### src/rtl/sakv_pkg.sv
// Shared types, constants and codes for the sorted key/value aggregation table.
package sakv_pkg;

	localparam int TABLE_DEPTH = 256;
	localparam int CNT_W       = $clog2(TABLE_DEPTH + 1);
	localparam int KEY_W       = 32;
	localparam int VAL_W       = 64;
	localparam int ENTRY_W     = KEY_W + VAL_W;
	localparam int USED_W      = 9;
	localparam int GROUP_SIZE  = 16;
	localparam int NUM_GROUPS  = (TABLE_DEPTH + GROUP_SIZE - 1) / GROUP_SIZE;
	localparam int PAD_DEPTH   = NUM_GROUPS * GROUP_SIZE;

	localparam logic [1:0] OP_ACCUM = 2'd0;
	localparam logic [1:0] OP_READ  = 2'd1;
	localparam logic [1:0] OP_CLEAR = 2'd2;

	localparam logic [1:0] MODE_SUM   = 2'd0;
	localparam logic [1:0] MODE_FLOOR = 2'd1;
	localparam logic [1:0] MODE_MIN   = 2'd2;
	localparam logic [1:0] MODE_MAX   = 2'd3;

	localparam logic [2:0] STAT_OK    = 3'd0;
	localparam logic [2:0] STAT_FLOOR = 3'd1;
	localparam logic [2:0] STAT_OVF   = 3'd2;
	localparam logic [2:0] STAT_FULL  = 3'd3;
	localparam logic [2:0] STAT_RANGE = 3'd4;

	localparam logic [1:0] REG_AGG_MODE = 2'd0;
	localparam logic [1:0] REG_FLOOR    = 2'd1;

	typedef struct packed {
		logic [1:0]              operation;
		logic signed [KEY_W-1:0] pair_key;
		logic signed [VAL_W-1:0] pair_value;
		logic [7:0]              read_index;
	} in_item_t;

	typedef struct packed {
		logic [2:0]              status;
		logic signed [KEY_W-1:0] entry_key;
		logic signed [VAL_W-1:0] entry_value;
		logic [USED_W-1:0]       entries_used;
	} out_item_t;

	typedef struct packed {
		logic signed [KEY_W-1:0] key;
		logic signed [VAL_W-1:0] value;
	} entry_t;

	// Broadcast from the sequencer to every cell.
	typedef struct packed {
		logic                    cmp_en;
		logic                    is_read;
		logic                    upd_en;
		logic                    ins_en;
		logic signed [KEY_W-1:0] key;
		logic signed [VAL_W-1:0] value;
		logic signed [VAL_W-1:0] new_value;
	} cell_ctrl_t;

	typedef enum logic [5:0] {
		S_IDLE  = 6'b000001,
		S_CMP   = 6'b000010,
		S_RED1  = 6'b000100,
		S_RED2  = 6'b001000,
		S_EXEC  = 6'b010000,
		S_APPLY = 6'b100000
	} state_t;

endpackage

### src/rtl/sakv_cell.sv
// One table cell: holds one entry, compares it with the broadcast key and shifts on insert.
module sakv_cell
	import sakv_pkg::*;
(
	input  logic       clk,
	input  logic       occupied,
	input  logic       read_sel,
	input  cell_ctrl_t ctrl,
	input  logic       prev_lt,
	input  entry_t     prev_ent,
	output logic       lt,
	output logic       hit,
	output entry_t     ent
);

	entry_t ent_q;
	logic   lt_q;
	logic   hit_q;

	always_ff @(posedge clk) begin
		if (ctrl.cmp_en) begin
			lt_q  <= occupied && (ent_q.key < ctrl.key);
			hit_q <= occupied && (ctrl.is_read ? read_sel : (ent_q.key == ctrl.key));
		end
		if (ctrl.upd_en && hit_q) begin
			ent_q.value <= ctrl.new_value;
		end else if (ctrl.ins_en && !lt_q) begin
			// The first cell not below the new key takes the pair; the rest move up by one.
			if (prev_lt) begin
				ent_q.key   <= ctrl.key;
				ent_q.value <= ctrl.value;
			end else begin
				ent_q <= prev_ent;
			end
		end
	end

	assign lt  = lt_q;
	assign hit = hit_q;
	assign ent = ent_q;

endmodule

### config.mk
export PLATFORM = sky130hd
export DESIGN_NAME = sakv_cell
export DESIGN_NICKNAME = d
export VERILOG_FILES = /design/src/rtl/sakv_pkg.sv /design/src/rtl/sakv_cell.sv
export SDC_FILE = /design/constraint.sdc
export NUM_CORES = 1
export LEC_CHECK = 0
export ABC_CLOCK_PERIOD_IN_PS = 3900
export BUFFER_PORTS_ARGS = -buffer_cell sky130_fd_sc_hd__clkbuf_2
export CORE_AREA = 2 2 142 144
export CTS_CLUSTER_DIAMETER = 60
export CTS_CLUSTER_SIZE = 14
export DETAILED_ROUTE_END_ITERATION = 8
export DIE_AREA = 0 0 144 146
export PLACE_DENSITY = 0.66
export SLEW_MARGIN = 20
export SYNTH_ARGS = -nofsm -noshare
export SYNTH_HDL_FRONTEND = slang
export SYNTH_SLANG_ARGS = --single-unit
### constraint.sdc
create_clock -name clk -period 3.9 [get_ports clk]
set_input_delay 0.78 -clock clk [delete_from_list [all_inputs] [get_ports clk]]
set_output_delay 0.78 -clock clk [all_outputs]
set_load 0.005 [all_outputs]
==> results.py, run 1 <==
metrics = {
    "cells_and_area": {
        "layout-drive-gt1-share": 0.510,
        "fin_util": 0.408,
        "syn_to_final_growth_pct": 44.3,
        "layout.nets": 1113,
        "diodes": 0,
    },
    "floorplanning": {
        "rows": 51,
        "pin_count": 362,
        "die_w_microns": 144,
        "die_area_sq_um": 21000,
        "core_area_sq_um": 19300,
        "die_h_microns": 146,
        "start_util": 0.282,
    },
    "synth": {
        "syn_inst": 465,
        "synth_top_family_by_area": "multiplexers",
        "synth-simple-area-share": 0.0733,
        "avgSynthCellArea_sq_um": 11.7,
        "synth_top_area_share": 0.539,
        "ys.flop_type": "edfxtp_1",
        "synthAdderAreaFrac": 0.0733,
        "synth_compound_area_frac": 0.0907,
        "synthesis.area_sq_um": 5460,
        "synth_nets": 761,
        "ys_seq_area_frac": 0.539,
        "yosys_warnings": 0,
        "synth.area.top_cells": "edfxtp_1, mux2i_1, ha_1, mux2_2, o21ai_0",
        "synth_edf_count": 98,
        "yosysMostFrequentCell": "edfxtp_1",
        "muxShareOfSynthArea": 0.183,
        "synth_seq_cells": 98,
        "synth_top_cell_by_area": "edfxtp_1",
        "yosys-top-cells-count": "edfxtp_1, nand2_1, o21ai_0, mux2i_1",
        "synth-xor-area-share": 0,
        "synth.distinct_cells": 31,
        "async_flop_share": 0,
    },
    "global_route": {
        "overflow": 0,
        "globalRouteMet3Util": 0.0503,
        "top_usage_layer": "met2",
        "grt_pass1_vias": 4711,
        "grt_use_met1": 0.191,
        "grt_max_degree": 129,
        "grtUsageMet2": 0.264,
        "grt_use_total": 0.156,
        "grt_pass1_wl_microns": 25200,
        "antenna_found_initial": 0,
    },
    "clock_network": {
        "cts_root_buf": "clkbuf_16",
        "cts_buffers": 9,
        "cts_hold_buf": 0,
        "cts_sinks": 98,
        "clockBufferDepth": 2,
        "post-cts-setup-buffers": 0,
        "clkTransAtPathRegs_ps": 70,
        "clk_latency_ps": 350,
        "cts_resized": 0,
        "tritoncts": "built",
        "h-tree-depth": 3,
    },
    "sta": {
        "hold_slack_ps": 658,
        "grt_setup_unrepaired": "false",
        "tightest_slew_ps": 937,
        "max_freq_ghz": 0.389,
        "relSlewSlack": 0.374,
        "tns_ps": 0,
        "fin_crit_ps": 2570,
        "slew_viol_final": 0,
        "hold_viol": 0,
        "skew_ps": 11.7,
        "worst_slack_ps": 1330,
        "setup_viol": 0,
        "period_share": 0.658,
    },
    "setup_path": {
        "required_ps": 4000,
        "crit_arrival_ps": 2670,
        "crit_path_start_kind": "input port",
        "path_class": "in2reg",
        "end_kind": "flop",
        "timing.reg2reg.setup_slack_ps": 1480,
        "cp_max_fo": 2,
    },
    "drt": {
        "wl_per_cell_microns": 15.7,
        "routed_wl_microns": 17100,
        "via_count": 4786,
        "dr.pass1.iters": 4,
        "drt_iter0_drc": 171,
        "drc_errors": 0,
        "vias_per_cell": 4.40,
        "ant_nets": 0,
    },
    "power": {
        "leakage_nw": 3.85,
        "p_comb_frac": 0.195,
        "power.sequential.fraction": 0.482,
        "p_int_w": 0.00200,
        "ir_drop_uv": 221,
        "p_clk_frac": 0.324,
        "swShare": 0.268,
        "p_sw_w": 0.000732,
        "power.density_nw_per_um2": 347,
    },
    "place": {
        "hpwl_microns": 13900,
        "place_ws_ps": 945,
        "io_buffers": 361,
        "gp_congestion": 0.862,
    },
    "worst_hold_path": {
        "hold_class": "in2reg",
    },
    "flow_run": {
        "maxCapViolCount": 0,
    },
    "status": {
        "status": "finished clean",
    },
}
## kinds of logic after synthesis
group,after synthesis
compound gates,89
fa+ha+maj,32
buf+inv,57
flops,98
mux,96
simple gates,93
## final cells by class
| type | count | area [sq um] |
|---|---|---|
| inverters | 32 | 120 |
| clock inverters | 7 | 61.3 |
| flip-flops and latches | 98 | 2940 |
| repair buffers | 366 | 1880 |
| multi-input cells | 310 | 2310 |
| clock buffers | 9 | 225 |
| well taps | 265 | 332 |
| fillers | 1906 | 11500 |
## worst paths after layout
check | start | endpoint | depth (start not counted)
setup / recovery | ctrl[135] | lt$_DFFE_PP_ | 9
setup reg to reg | ent[71]$_DFFE_PP_ | lt$_DFFE_PP_ | 7
hold / removal | ctrl[163] | hit$_DFFE_PP_ | 1
hold reg to reg | ent[95]$_DFFE_PP_ | lt$_DFFE_PP_ | 3
## sequential cells by signal (all words and copies together) (netlist names)
name,flops
ent,96
hit,1
lt,1
## cells in the final DEF, fill, tap and decap left out, types with 2 or more instances in the layout
cell | synthesis | routed
nand4_1 | 4 | 4
buf_12 | 0 | 3
clkbuf_16 | 0 | 9
clkinv_4 | 0 | 2
inv_1 | 32 | 32
o21ai_0 | 68 | 68
and4_1 | 3 | 3
edfxtp_1 | 98 | 98
buf_4 | 0 | 3
nand2_1 | 70 | 70
inv_8 | 0 | 2
ha_1 | 32 | 32
a221o_1 | 2 | 2
clkbuf_2 | 0 | 360
a21oi_1 | 8 | 8
nand3_1 | 3 | 3
mux2_2 | 32 | 32
nor2_1 | 4 | 3
mux2i_1 | 64 | 64
a21o_1 | 4 | 4
nor2b_1 | 2 | 2
## metal layers
| metal | vias up | wire length, microns |
|---|---|---|
| met5 | - | 0 |
| met4 | 0 | 252 |
| met3 | 16 | 1520 |
| met2 | 213 | 8160 |
| met1 | 2154 | 7180 |
| li1 | 2403 | - |
## power groups by stage
stage | Combinational (W) | Clock [W] | Sequential, W
2_1_floorplan | 0.000225 | 0 | 0.00135
3_3_place_gp | 0.000535 | 0 | 0.00134
3_5_place_dp | 0.000540 | 0 | 0.00134
4_1_cts | 0.000542 | 0.000916 | 0.00132
5_1_grt | 0.000597 | 0.000955 | 0.00133
6_report | 0.000532 | 0.000885 | 0.00132
## critical path, cell delays in order
cell and delay, ps:
clkbuf_2 90, inv_1 40, ha_1 290, a21oi_1 210, o21ai_0 130, a221o_1 330
o31a_1 310, or3_1 330, and3_1 160
## metrics by stage
step,power (W),instances,instance area (sq um)
after CTS,0.00278,1087,7880
after floorplan,0.00158,465,5460
after global routing,0.00288,1087,7880
after global placement,0.00187,1071,7590
after detailed placement,0.00188,1071,7590
final,0.00273,1087,7880
(Power assumes the default switching activity.)
==> run 2: changes to the inputs <==
--- a/config.mk
+++ b/config.mk
@@ -5,14 +5,15 @@
 export SDC_FILE = /design/constraint.sdc
 export NUM_CORES = 1
 export LEC_CHECK = 0
-export ABC_CLOCK_PERIOD_IN_PS = 3900
+export ABC_AREA = 1
+export ABC_CLOCK_PERIOD_IN_PS = 2400
 export BUFFER_PORTS_ARGS = -buffer_cell sky130_fd_sc_hd__clkbuf_2
-export CORE_AREA = 2 2 142 144
+export CORE_AREA = 2 2 141 143
 export CTS_CLUSTER_DIAMETER = 60
 export CTS_CLUSTER_SIZE = 14
 export DETAILED_ROUTE_END_ITERATION = 8
-export DIE_AREA = 0 0 144 146
-export PLACE_DENSITY = 0.66
+export DIE_AREA = 0 0 143 145
+export PLACE_DENSITY = 0.69
 export SLEW_MARGIN = 20
 export SYNTH_ARGS = -nofsm -noshare
 export SYNTH_HDL_FRONTEND = slang
==> constraint.sdc (replaced) <==
create_clock -name clk -period 2.4 [get_ports clk]
set_input_delay 0.48 -clock clk [delete_from_list [all_inputs] [get_ports clk]]
set_output_delay 0.48 -clock clk [all_outputs]
set_load 0.005 [all_outputs]
==> run 2 against run 1 <==
Compared with the run above: area after synthesis up 4.9%; global-route usage increased by 0.65 points; hold slack lost 290 ps; clock-buffer cell count is 1 higher; total power up 65%; largest cell class unchanged; sequential power increased by 62%; critical endpoint unchanged; clock skew decreased by 4.7 ps.
==> results.py, run 2 <==
metrics = {
    "drt": {
        "ant_nets": 0,
        "drt_iter0_drc": 195,
        "via_count": 5512,
        "routed_wl_microns": 17600,
        "dr.pass1.iters": 4,
        "vias_per_cell": 4.29,
        "drc_errors": 0,
        "wl_per_cell_microns": 13.7,
    },
    "cells_and_area": {
        "multiInputGateArea_sq_um": 2200,
        "largest_reg_flops": 96,
        "fillCellCount": 1932,
        "syn_to_final_growth_pct": 41.7,
        "final_cell_mix": "clkbuf_2, nand2_1, inv_1, edfxtp_1, o21ai_0",
        "layout.nets": 1309,
        "final_cells": 1285,
        "register_area_sq_um": 2940,
        "layout-drive-gt1-share": 0.392,
        "layout_commonest_cell": "clkbuf_2",
    },
    "status": {
        "status": "finished clean",
    },
    "place": {
        "placedCellCount": 1267,
        "hpwl_microns": 14400,
        "io_buffers": 361,
        "gp_congestion": 0.860,
        "place_ws_ps": 418,
    },
    "sta": {
        "hold_slack_ps": 365,
        "period_share": 0.718,
        "fin_crit_ps": 1720,
        "max_freq_ghz": 0.580,
        "tns_ps": 0,
        "hold_viol": 0,
        "tightest_slew_ps": 439,
        "grt_setup_unrepaired": "false",
        "relSlewSlack": 0.707,
        "setup_viol": 0,
        "skew_ps": 6.95,
        "slew_viol_final": 0,
        "worst_slack_ps": 676,
    },
    "global_route": {
        "overflow": 0,
        "grt_pass1_wl_microns": 26200,
        "grt_pass1_vias": 5252,
        "antenna_found_initial": 2,
        "grt_max_degree": 88,
        "grt_use_total": 0.162,
    },
    "setup_path": {
        "cp_slowest_stage_delay_ps": 410,
        "required_ps": 2500,
        "crit_path_start_kind": "flop",
        "cp_num_buf_inv": 0,
        "path_cells": "ha_1, nand2_1, nor2_2, nand2_2, nor2_4, nand2_2, a21oi_1, nor2_1",
        "critPathSlowestCell": "edfxtp_1",
        "end_kind": "flop",
        "cpLargestDelayFamily": "simple AND/OR/NAND/NOR gates",
        "path_class": "reg2reg",
        "r2r_start": "ent[95]$_DFFE_PP_",
        "crit_arrival_ps": 1820,
        "cp_max_fo": 3,
        "crit_start": "ent[95]$_DFFE_PP_",
        "crit_top_cell": "nand2_2",
    },
    "synth": {
        "yosys_warnings": 0,
        "yosysMostFrequentCell": "nand2_1",
        "avgSynthCellArea_sq_um": 8.60,
        "synth_top_area_share": 0.514,
        "synth.area.top_cells": "edfxtp_1, nand2_1, ha_1, inv_1, o21ai_0",
        "synth_top_cell_by_area": "edfxtp_1",
        "ys.flop_type": "edfxtp_1",
        "synth-xor-area-share": 0,
        "ys_seq_area_frac": 0.514,
        "yosys-top-cells-count": "nand2_1, inv_1, edfxtp_1, o21ai_0, o21ai_1",
        "synth_seq_cells": 98,
        "synth_top_family_by_area": "compound AO/OA/AOI/OAI gates",
        "synth_edf_count": 98,
        "syn_inst": 666,
        "synth_compound_area_frac": 0.161,
        "synth_nets": 962,
        "muxShareOfSynthArea": 0.00197,
        "synth.distinct_cells": 28,
        "async_flop_share": 0,
        "synthAdderAreaFrac": 0.0699,
        "synth-simple-area-share": 0.148,
        "synthesis.area_sq_um": 5730,
    },
    "floorplanning": {
        "pin_count": 362,
        "rows": 51,
        "start_util": 0.298,
        "die_area_sq_um": 20700,
        "die_h_microns": 145,
        "die_w_microns": 143,
        "core_area_sq_um": 19200,
    },
    "power": {
        "ir_drop_uv": 347,
        "swShare": 0.264,
        "p_int_w": 0.00332,
        "power_w": 0.00451,
        "leakage_nw": 4.12,
        "p_comb_frac": 0.201,
        "p_sw_w": 0.00119,
        "p_clk_frac": 0.324,
        "power.sequential.fraction": 0.474,
        "power.density_nw_per_um2": 555,
    },
    "clock_network": {
        "post-cts-setup-buffers": 0,
        "clockBufferDepth": 2,
        "tritoncts": "built",
        "cts_root_buf": "clkbuf_16",
        "cts_resized": 0,
        "h-tree-depth": 3,
        "cts_hold_buf": 0,
        "clk_latency_ps": 340,
        "clkTransAtPathRegs_ps": 70,
        "cts_buffers": 9,
        "cts_sinks": 98,
    },
    "flow_run": {
        "maxCapViolCount": 0,
    },
    "worst_hold_path": {
        "min-delay-start": "ctrl[163]",
        "hold_class": "in2reg",
    },
}
[run 2: cell count changes in the layout (fill, tap and decap cells not counted), moves of 3 or more]
cell	change
and4_1	-3
mux2i_1	-64
a21o_1	-3
nor2_1	+34
mux2_2	-31
o21ai_1	+63
buf_4	+3
nand2_1	+93
a21oi_1	+37
inv_1	+72
[run 2: kinds of logic after synthesis]
logic type	count (synthesis)
AND/OR/NAND/NOR	213
AO/OA/AOI/OAI	181
buffers and inverters	141
flip-flops	98
adder cells (fa/ha/maj)	32
multiplexers	1
[run 2: per-stage QoR]
| stage | instance area, sq um | util |
|---|---|---|
| final | 8120 | 0.423 |
| after global routing | 8120 | 0.423 |
| after CTS | 8120 | 0.423 |
| after detailed placement | 7820 | 0.407 |
| after global placement | 7820 | 0.407 |
| after floorplan | 5750 | - |
[run 2: power by group through the flow]
stage | logic [W] | clock network (W) | registers (W)
global placement | 0.000905 | 0 | 0.00217
global route | 0.00103 | 0.00158 | 0.00215
CTS | 0.000925 | 0.00151 | 0.00214
finish | 0.000908 | 0.00146 | 0.00214
floorplan | 0.000415 | 0 | 0.00219
detailed placement | 0.000919 | 0 | 0.00218
[run 2: path summary, 6_finish.rpt]
path | slack (ps) | depth (start not counted) | to
worst min-delay path | 370 | 1 | lt$_DFFE_PP_
worst max register to register | 680 | 8 | lt$_DFFE_PP_
worst max-delay path | 680 | 8 | lt$_DFFE_PP_
worst min register to register | 930 | 5 | lt$_DFFE_PP_
[run 2: worst reg2reg max path, stage by stage (launching register included)]
cell      delay (ps)
edfxtp_1         410
ha_1             340
nand2_1           90
nor2_2           140
nand2_2           90
nor2_4           140
nand2_2           80
a21oi_1          140
nor2_1            60
[run 2: layout make-up]
cell class	instances	share of cell area
Sequential cell	98	0.362
Inverter	106	0.0492
Clock buffer	10	0.0282
Timing Repair Buffer	371	0.240
Clock inverter	6	0.00801
Antenna cell	2	0.000616
Multi-Input combinational cell	427	0.271
Tap cell	265	0.0408
[run 2: metal layers]
layer | share of wire | global-route usage | up-vias | wire length (microns)
li1 | - | - | 2896 | -
met1 | 0.39 | 0.178 | 2385 | 6910
met2 | 0.51 | 0.294 | 209 | 8900
met3 | 0.080 | 0.0449 | 22 | 1420
met4 | 0.022 | 0.0614 | 0 | 394
met5 | 0 | 0 | - | 0
